`config.mk`:
```
export PLATFORM = sky130hd
export DESIGN_NAME = delta_varint_encoder_top
export DESIGN_NICKNAME = d
export VERILOG_FILES = /design/src/rtl/core/dve_pkg.sv /design/src/rtl/core/delta_varint_encoder_top.sv /design/src/rtl/core/dve_front.sv /design/src/rtl/core/dve_queue.sv /design/src/rtl/core/dve_back.sv
export SDC_FILE = /design/constraint.sdc
export NUM_CORES = 1
export LEC_CHECK = 0
export BUFFER_PORTS_ARGS = -buffer_cell sky130_fd_sc_hd__buf_4
export CORE_ASPECT_RATIO = 1.25
export CORE_MARGIN = 10
export CORE_UTILIZATION = 50
export DETAILED_ROUTE_END_ITERATION = 12
export PLACE_DENSITY = 0.67
export SLEW_MARGIN = 15
export SYNTH_ARGS = -nofsm -noshare
export SYNTH_HDL_FRONTEND = slang
export SYNTH_SLANG_ARGS = --single-unit
```
`constraint.sdc`:
```
create_clock -name clk -period 5.9 [get_ports clk]
set_input_delay 1.18 -clock clk [delete_from_list [all_inputs] [get_ports clk]]
set_output_delay 1.18 -clock clk [all_outputs]
set_load 0.01 [all_outputs]
```
`src/rtl/core/dve_pkg.sv`:
```
package dve_pkg;

    localparam int VALUE_BITS     = 64;
    localparam int MAX_CODE_BYTES = 10;
    localparam int GROUP_BITS     = 7;
    localparam int CNT_W          = $clog2(MAX_CODE_BYTES);
    localparam int QUEUE_DEPTH    = 2;
    localparam int QPTR_W         = $clog2(QUEUE_DEPTH);
    localparam int QCNT_W         = $clog2(QUEUE_DEPTH + 1);

    localparam logic [1:0] KIND_TIME    = 2'd0;
    localparam logic [1:0] KIND_COUNT   = 2'd1;
    localparam logic [1:0] KIND_RESTART = 2'd2;

    localparam logic [7:0] CONT_FLAG = 8'h80;

    typedef logic [VALUE_BITS-1:0] value_t;
    typedef logic [CNT_W-1:0]      byte_cnt_t;

endpackage

```
`src/rtl/core/delta_varint_encoder_top.sv`:
```
// The first byte of a value reaches m_tdata through the queue, the serializer's value
// register and its output register. A value of N code bytes (1 to 10) goes out one
// byte per cycle while m_tready allows; the serializer sets the rate.
// Requests enter at one per cycle while the 2-entry queue has room.
// Reset: asynchronous, active low; clears history to zero, sets both first-value flags,
// empties the queue and drops any byte in flight.
module delta_varint_encoder_top
    import dve_pkg::*;
(
    input  logic        clk,
    input  logic        rst_n,
    input  logic        s_tvalid,
    output logic        s_tready,
    input  logic [63:0] s_tdata,   // sample_value[63:0]
    input  logic [1:0]  s_tuser,   // kind[1:0]
    output logic        m_tvalid,
    input  logic        m_tready,
    output logic [7:0]  m_tdata,   // code_byte[7:0]
    output logic        m_tlast
);

    logic   q_push;
    logic   q_pop;
    logic   q_full;
    logic   q_empty;
    value_t q_wdata;
    value_t q_rdata;

    dve_front u_front (
        .clk      (clk),
        .rst_n    (rst_n),
        .in_valid (s_tvalid),
        .in_ready (s_tready),
        .in_kind  (s_tuser),
        .in_value (s_tdata[VALUE_BITS-1:0]),
        .q_full   (q_full),
        .q_push   (q_push),
        .q_data   (q_wdata)
    );

    dve_queue u_queue (
        .clk       (clk),
        .rst_n     (rst_n),
        .push      (q_push),
        .push_data (q_wdata),
        .pop       (q_pop),
        .pop_data  (q_rdata),
        .full      (q_full),
        .empty     (q_empty)
    );

    dve_back u_back (
        .clk       (clk),
        .rst_n     (rst_n),
        .q_empty   (q_empty),
        .q_data    (q_rdata),
        .q_pop     (q_pop),
        .out_valid (m_tvalid),
        .out_ready (m_tready),
        .out_byte  (m_tdata),
        .out_last  (m_tlast)
    );

endmodule

```
`src/rtl/core/dve_front.sv`:
```
module dve_front
    import dve_pkg::*;
(
    input  logic       clk,
    input  logic       rst_n,
    input  logic       in_valid,
    output logic       in_ready,
    input  logic [1:0] in_kind,
    input  value_t     in_value,
    input  logic       q_full,
    output logic       q_push,
    output value_t     q_data
);

    value_t prev_time_reg,  prev_time_next;
    value_t prev_count_reg, prev_count_next;
    logic   time_first_reg,  time_first_next;
    logic   count_first_reg, count_first_next;
    logic   take;

    assign in_ready = !q_full;
    assign take     = in_valid && !q_full;

    always_comb
    begin
        prev_time_next   = prev_time_reg;
        prev_count_next  = prev_count_reg;
        time_first_next  = time_first_reg;
        count_first_next = count_first_reg;
        q_push           = 1'b0;
        q_data           = in_value;
        if (take)
        begin
            priority if (in_kind == KIND_TIME)
            begin
                q_push          = 1'b1;
                q_data          = time_first_reg ? in_value : (in_value - prev_time_reg);
                prev_time_next  = in_value;
                time_first_next = 1'b0;
            end
            else if (in_kind == KIND_COUNT)
            begin
                q_push           = 1'b1;
                q_data           = count_first_reg ? in_value : (in_value - prev_count_reg);
                prev_count_next  = in_value;
                count_first_next = 1'b0;
            end
            else if (in_kind == KIND_RESTART)
            begin
                prev_time_next   = '0;
                prev_count_next  = '0;
                time_first_next  = 1'b1;
                count_first_next = 1'b1;
            end
            else
            begin
                // unused kind: drop
                q_push = 1'b0;
            end
        end
    end

    always_ff @(posedge clk or negedge rst_n)
    begin
        if (!rst_n)
        begin
            prev_time_reg   <= '0;
            prev_count_reg  <= '0;
            time_first_reg  <= 1'b1;
            count_first_reg <= 1'b1;
        end
        else
        begin
            prev_time_reg   <= prev_time_next;
            prev_count_reg  <= prev_count_next;
            time_first_reg  <= time_first_next;
            count_first_reg <= count_first_next;
        end
    end

endmodule

```
`src/rtl/core/dve_queue.sv`:
```
module dve_queue
    import dve_pkg::*;
(
    input  logic   clk,
    input  logic   rst_n,
    input  logic   push,
    input  value_t push_data,
    input  logic   pop,
    output value_t pop_data,
    output logic   full,
    output logic   empty
);

    value_t              slot_reg [QUEUE_DEPTH];
    logic [QPTR_W-1:0]   wr_ptr_reg, wr_ptr_next;
    logic [QPTR_W-1:0]   rd_ptr_reg, rd_ptr_next;
    logic [QCNT_W-1:0]   count_reg,  count_next;

    assign full     = (count_reg == QCNT_W'(QUEUE_DEPTH));
    assign empty    = (count_reg == '0);
    assign pop_data = slot_reg[rd_ptr_reg];

    always_comb
    begin
        wr_ptr_next = wr_ptr_reg;
        rd_ptr_next = rd_ptr_reg;
        count_next  = count_reg;
        if (push)
        begin
            wr_ptr_next = wr_ptr_reg + 1'b1;
        end
        if (pop)
        begin
            rd_ptr_next = rd_ptr_reg + 1'b1;
        end
        unique case ({push, pop})
            2'b10:   count_next = count_reg + 1'b1;
            2'b01:   count_next = count_reg - 1'b1;
            default: count_next = count_reg;
        endcase
    end

    always_ff @(posedge clk)
    begin
        if (push)
        begin
            slot_reg[wr_ptr_reg] <= push_data;
        end
    end

    always_ff @(posedge clk or negedge rst_n)
    begin
        if (!rst_n)
        begin
            wr_ptr_reg <= '0;
            rd_ptr_reg <= '0;
            count_reg  <= '0;
        end
        else
        begin
            wr_ptr_reg <= wr_ptr_next;
            rd_ptr_reg <= rd_ptr_next;
            count_reg  <= count_next;
        end
    end

endmodule

```
`src/rtl/core/dve_back.sv`:
```
module dve_back
    import dve_pkg::*;
(
    input  logic       clk,
    input  logic       rst_n,
    input  logic       q_empty,
    input  value_t     q_data,
    output logic       q_pop,
    output logic       out_valid,
    input  logic       out_ready,
    output logic [7:0] out_byte,
    output logic       out_last
);

    localparam byte_cnt_t LAST_IDX = CNT_W'(MAX_CODE_BYTES - 1);

    value_t     val_reg,   val_next;
    byte_cnt_t  cnt_reg,   cnt_next;
    logic       busy_reg,  busy_next;
    logic       ovalid_reg, ovalid_next;
    logic [7:0] obyte_reg, obyte_next;
    logic       olast_reg, olast_next;
    logic       grp_last;
    logic [7:0] grp_byte;
    logic       out_free;
    logic       emit;

    assign out_valid = ovalid_reg;
    assign out_byte  = obyte_reg;
    assign out_last  = olast_reg;

    always_comb
    begin
        grp_last = (val_reg < value_t'(CONT_FLAG)) || (cnt_reg == LAST_IDX);
        grp_byte = grp_last ? val_reg[7:0] : (CONT_FLAG | {1'b0, val_reg[GROUP_BITS-1:0]});
        out_free = !ovalid_reg || out_ready;
        emit     = busy_reg && out_free;
        q_pop    = !busy_reg && !q_empty;
    end

    always_comb
    begin
        val_next    = val_reg;
        cnt_next    = cnt_reg;
        busy_next   = busy_reg;
        ovalid_next = ovalid_reg;
        obyte_next  = obyte_reg;
        olast_next  = olast_reg;
        if (out_free)
        begin
            ovalid_next = 1'b0;
        end
        if (q_pop)
        begin
            val_next  = q_data;
            cnt_next  = '0;
            busy_next = 1'b1;
        end
        else if (emit)
        begin
            ovalid_next = 1'b1;
            obyte_next  = grp_byte;
            olast_next  = grp_last;
            // advance to the next 7-bit group
            val_next    = val_reg >> GROUP_BITS;
            cnt_next    = cnt_reg + 1'b1;
            busy_next   = !grp_last;
        end
    end

    always_ff @(posedge clk)
    begin
        val_reg   <= val_next;
        obyte_reg <= obyte_next;
        olast_reg <= olast_next;
    end

    always_ff @(posedge clk or negedge rst_n)
    begin
        if (!rst_n)
        begin
            cnt_reg    <= '0;
            busy_reg   <= 1'b0;
            ovalid_reg <= 1'b0;
        end
        else
        begin
            cnt_reg    <= cnt_next;
            busy_reg   <= busy_next;
            ovalid_reg <= ovalid_next;
        end
    end

`ifndef SYNTHESIS
    a_cnt_range: assert property (@(posedge clk) disable iff (!rst_n)
        busy_reg |-> (cnt_reg <= LAST_IDX))
        else $error("byte index past the longest code");

    a_cont_set: assert property (@(posedge clk) disable iff (!rst_n)
        (ovalid_reg && !olast_reg) |-> obyte_reg[7])
        else $error("inner byte lacks continuation flag");

    a_last_clear: assert property (@(posedge clk) disable iff (!rst_n)
        (ovalid_reg && olast_reg) |-> !obyte_reg[7])
        else $error("final byte carries continuation flag");
`endif

endmodule

```
==> out/metrics.yaml, run 1 <==
outcome:
  status: "complete, no violations"
pwr:
  p_leak_nw: 9.83
  ir_drop_mv: 0.321
  p_per_area_nw_per_um2: 399
logic_synthesis:
  synth-async-reset-ratio_pct: 41.1
  synth_nets: 2773
  synthFlopType: "edfxtp_1"
  synth_area_leaders: "edfxtp_1 27%, dfrtp_1 15%, nand2_1 7.5%"
  ys_warn_count: 0
  syn_avg_cell_area_um2: 8.78
  synth_top_area_cell: "edfxtp_1"
  postSynthCellCount: 2568
  synth_edf_count: 201
  synth_top_area_share_pct: 26.8
  yosys_register_bits: 341
  synth.cell_area_um2: 22500
  yosysSeqAreaShare_pct: 42.3
  synth.distinct_cells: 87
cts:
  cts_sinks: 341
  cts_made_buffers: 38
  cts_tree: "built"
  cts.repair.resized: 0
  root_buffer: "clkbuf_16"
  postCtsSetupBuffers: 0
  h-tree-depth: 2
  clk_latency_ns: 0.58
  clk_pin_slew_ns: 0.06
  clockBufferDepth: 3
  postCtsHoldBufs: 0
floorplanning:
  ios: 81
  start_util_pct: 50.9
  core-area_um2: 44300
  die_area_um2: 54000
  rows: 86
  die_h_um: 257
  fp.dieW_um: 210
sta:
  setup_viol: 0
  finalClockSkew_ns: 0.0214
  timing.setup.tns_ns: 0
  slew_violations: 0
  relSlewSlack_pct: 21.7
  rsz0062_at_grt: "false"
  worst_pin_slew_ns: 1.17
  hold_violations: 0
  timing.fmax_mhz: 231
  min_period_ns: 4.32
  fin_crit_sh_pct: 73.3
critical_path:
  reg2reg_depth: 13
  r2r-start: "u_front.prev_time_reg[0]"
  critPathKind: "input port to flop"
  worst_setup_path_start_kind: "input port"
  cp.required_ns: 6.26
  cp-end-kind: "flop"
  path_max_fanout: 4
  r2r_end: "u_queue.slot_reg[0][62]"
  reg2reg_slack_ns: 1.97
  arrival_ns: 4.68
grt:
  track_usage_pct: 24.8
  grt_pass1_wl_um: 107000
  grt_pass1_vias: 18300
  grt_max_degree: 126
  antenna_found_initial: 2
  grt_overflow: 0
drt:
  drt_wl_total_um: 69100
  wl_per_cell_um: 21.8
  drc: 0
  drt_first_pass_iters: 7
  final_antenna_net_count: 0
  first_iter_violations: 1755
  vias_per_cell: 6.01
  via_count: 19100
placed_design:
  dp_hpwl_um: 50200
  gp_congestion: 0.980
  port_buffers: 80
  dpl_cell_area_um2: 23600
final_layout:
  antenna_cells: 0
  fin_area_um2: 24800
  final_common_cell: "nand2_1"
  largest_reg_flops: 128
  fill_cells: 4020
  multi_input_area_um2: 11900
  drive_gt1_share_pct: 8.53
  layout_common_cells: "446 x nand2_1, 264 x o21ai_0, 219 x a21oi_1"
  fin_nets: 2777
  syn_to_final_growth_pct: 10.1
  final-seq-area_um2: 9550
worst_hold_path:
  min_to: "u_back.out_byte[1]"
  hp-class: "flop to flop"
  min_from: "u_back.val_reg[1]"
  min_path_cells: 0
job:
  drv_cap: 0
worst max path at each step:
stage,from,to,slack (ns),cells past startpoint
floorplan,s_tvalid,u_queue.slot_reg[0][0],0.70,5
global placement,s_tdata[0],u_queue.slot_reg[0][60],1.09,15
detailed placement,s_tdata[0],u_queue.slot_reg[1][62],1.04,15
CTS,s_tdata[0],u_queue.slot_reg[0][62],1.63,15
global route,s_tdata[0],u_queue.slot_reg[1][60],1.34,15
finish,s_tdata[0],u_queue.slot_reg[0][62],1.58,15
cells in the mapped netlist, drive strengths merged (8+ instances only):
library cell and instances:
a211oi 19, a21o 58, a21oi 224, a22oi 8
a31oi 16, and3 14, buf 18, clkbuf 127
dfrtp 138, edfxtp 201, ha 133, inv 159
mux2i 72, nand2 448, nand2b 16, nand3 29
nand4 37, nor2 153, nor2b 19, nor3 27
nor4 17, o211ai 10, o21a 21, o21ai 288
o21bai 17, o221ai 13, o22ai 61, o31ai 10
xnor2 78, xor2 45
report_power, final:
group | switching, mW | internal (mW) | total [mW]
registers | 0.320 | 3.18 | 3.50
clock network | 1.02 | 1.37 | 2.39
logic | 2.56 | 1.46 | 4.02
layout make-up:
type                    count  share of cell area (%)
well taps                 572                    2.88
flip-flops and latches    341                    38.5
clock buffers              51                    4.15
inverters                 159                    2.40
repair buffers            109                    3.36
multi-input cells        1923                    47.9
clock inverters            19                   0.791
metrics by stage:
step / utilization (%) / power (mW) / setup slack [ns] / instances / hold slack, ns
global placement: 53.2 / 7.43 / 1.09 / 3104 / 0.405
global route: 56.0 / 10.5 / 1.34 / 3174 / 0.425
CTS: 56.0 / 9.90 / 1.63 / 3174 / 0.418
finish: 56.0 / 9.91 / 1.58 / 3174 / 0.416
floorplan: - / 6.27 / 0.696 / 2568 / 0.400
detailed placement: 53.2 / 7.49 / 1.04 / 3104 / 0.405
metal layers:
| metal | global-route usage (%) | part of all wire (%) |
|---|---|---|
| met1 | 33.6 | 44 |
| met3 | 3.73 | 6.4 |
| met5 | 0 | 0 |
| met2 | 41.0 | 47 |
| met4 | 5.54 | 2.0 |
kinds of logic (layout without fill, tap and decap cells):
group / count (synthesis) / in the layout / share of synthesized area, %
AOI/OAI and AO/OA: 799 / 799 / 21.7
and+or+nand+nor: 794 / 794 / 15.3
DFF: 341 / 341 / 42.3
buffers and inverters: 304 / 338 / 5.15
adders and majority gates: 135 / 135 / 7.56
xor gates and xnor gates: 123 / 123 / 4.78
muxes: 72 / 72 / 3.20
critical path: stages:
cell	delay (ns)
buf_4	0.09
inv_1	0.07
ha_1	0.23
fa_1	0.42
nor2b_2	0.17
o31a_4	0.17
a211oi_2	0.12
or4_4	0.51
a311oi_2	0.47
o211ai_1	0.22
a21oi_2	0.30
nand4b_1	0.17
nand2_1	0.11
xnor2_1	0.10
a211oi_1	0.35
Note: power is estimated with default switching activity, not from simulation.
==> run 2, diff against run 1 <==
Settings changed: PLACE_DENSITY 0.67 to 0.69.
Clock period 5.9 ns to 3.6 ns, I/O delays scaled along.
==> run 2 against run 1 <==
  * Clock power rose by 69%
  * Worst hold slack got worse by 0.30 ns
  * First-iteration DRC count fell by 1.8%
  * Worst setup slack got worse by 1.5 ns
  * Via count rose by 7.8%
  * Clock skew rose by 0.0041 ns
  * Sequential power rose by 65%
  * Largest cell class unchanged
  * Core utilization rose by 6.7 points
==> out/metrics.yaml, run 2 (synthesized netlist as in run 1, its figures left out) <==
final_layout:
  multi_input_area_um2: 12200
  drive_gt1_share_pct: 20.3
  largest_reg_flops: 128
  fin_nets: 3117
  fill_cells: 3757
  final-seq-area_um2: 9550
  antenna_cells: 0
  layout_common_cells: "446 x nand2_1, 436 x buf_4, 262 x o21ai_0"
  final_common_cell: "nand2_1"
  syn_to_final_growth_pct: 23.3
pwr:
  power_frac_clock_pct: 22.9
  swShare_pct: 38.5
  ir_drop_mv: 0.696
  power.internal_mw: 10.9
  p_leak_nw: 11.6
  pwr-share-seq_pct: 32.6
  pwr-share-comb_pct: 44.5
  p_per_area_nw_per_um2: 636
  switching_power_mw: 6.80
placed_design:
  gp_congestion: 0.942
  port_buffers: 80
  dp_hpwl_um: 55100
sta:
  hold_violations: 0
  hold_slack_ns: 0.118
  timing.setup.tns_ns: 0
  worst_pin_slew_ns: 0.977
  timing.fmax_mhz: 281
  min_period_ns: 3.56
  slew_violations: 0
  finalClockSkew_ns: 0.0255
  relSlewSlack_pct: 34.9
  setup_viol: 0
  rsz0062_at_grt: "true"
  fin_crit_sh_pct: 99.0
floorplanning:
  fp.dieW_um: 210
  start_util_pct: 50.9
  ios: 81
  core-area_um2: 44300
  die_area_um2: 54000
  die_h_um: 257
  rows: 86
drt:
  vias_per_cell: 5.85
  first_iter_violations: 1724
  wl_per_cell_um: 21.0
  drt_first_pass_iters: 5
  drt_wl_total_um: 73800
  via_count: 20600
  final_antenna_net_count: 0
  drc: 0
grt:
  grt-busiest-layer: "met2"
  track_usage_pct: 26.5
  grt_pass1_wl_um: 114000
  grt_overflow: 0
  grtUsageMet1_pct: 35.3
  grt_max_degree: 93
  met3_usage_pct: 3.89
  grt_pass1_vias: 20000
  grt_use_met2_pct: 43.2
  antenna_found_initial: 2
critical_path:
  crit_family: "compound AO/OA/AOI/OAI gates"
  arrival_ns: 3.98
  cp.required_ns: 4.02
  crit_buf_inv: 1
  r2r-start: "u_front.prev_count_reg[0]"
  reg2reg_depth: 14
  worstPathCellList: "ha_2 > fa_2 > and2b_2 > o2111ai_4 > a21oi_4 > o21ai_4 > a211oi_4 > o211ai_1 > a21oi_1 > buf_4 > a311oi_2 > or4b_1 > and3_1 > o21ai_2"
  worst_setup_path_start_kind: "flop"
  critPathKind: "flop to flop"
  path_max_fanout: 3
  reg2reg_slack_ns: 0.04
  slowest_stage: "or4b_1"
  slowest_delay_ns: 0.47
  r2r_end: "u_queue.slot_reg[1][60]"
  cp-end-kind: "flop"
job:
  drv_cap: 0
cts:
  cts_made_buffers: 39
  cts_tree: "built"
  clk_latency_ns: 0.58
  postCtsHoldBufs: 0
  clk_pin_slew_ns: 0.06
  root_buffer: "clkbuf_16"
  cts_sinks: 341
  h-tree-depth: 2
  clockBufferDepth: 3
worst_hold_path:
  hp-class: "input port to asynchronous set/reset pin"
outcome:
  status: "complete, no violations"
==> run 2: timing repair <==
action                                  4_1_cts  5_1_grt
resized for setup                            10       39
pin swaps                                     4       21
setup buffers                                 0        9
endpoints found under the setup margin       28       52
==> run 2: power groups by stage <==
stage / combinational (mW) / sequential [mW] / clock, mW
after floorplan: 4.71 / 5.56 / 0
after global placement: 7.46 / 5.78 / 0
after detailed placement: 7.57 / 5.82 / 0
after CTS: 7.64 / 5.75 / 4.11
after global routing: 8.58 / 5.84 / 4.27
final: 7.88 / 5.76 / 4.04
==> run 2: metal layers <==
layer  routed length [um]  up-vias
met1                31400     9797
li1                     -     9867
met5                   22        -
met3                 5300      142
met2                34800      762
met4                 2190        4
==> run 2: area by class of cell <==
class | instances | share of cell area [%]
clock inverters | 23 | 0.850
inverters | 159 | 2.15
well taps | 572 | 2.57
flip-flops and latches | 341 | 34.3
multi-input cells | 1923 | 43.7
repair buffers | 448 | 12.6
clock buffers | 49 | 3.79
==> run 2: worst max path at each step <==
stage / cells past startpoint / slack, ns / to / startpoint
after floorplan: 5 / -0.11 / u_queue.slot_reg[0][0] / s_tvalid
after global placement: 17 / -0.68 / u_queue.slot_reg[0][62] / s_tdata[0]
after detailed placement: 17 / -0.71 / u_queue.slot_reg[0][62] / s_tdata[0]
after CTS: 14 / 0.002 / u_queue.slot_reg[0][60] / u_front.prev_count_reg[0]
after global routing: 14 / -0.1 / u_queue.slot_reg[1][54] / u_front.prev_time_reg[0]
final: 14 / 0.04 / u_queue.slot_reg[1][60] / u_front.prev_count_reg[0]
==> run 2: per-stage QoR <==
step / std cells / area, um^2 / utilization, % / total power [mW] / setup slack (ns)
after global routing: 3515 / 27800 / 62.7 / 18.7 / -0.0958
final: 3515 / 27800 / 62.7 / 17.7 / 0.0358
after global placement: 3436 / 26200 / 59.1 / 13.2 / -0.685
after CTS: 3508 / 27500 / 62.1 / 17.5 / 0.00167
after detailed placement: 3436 / 26200 / 59.1 / 13.4 / -0.714
after floorplan: 2568 / 22600 / - / 10.3 / -0.107
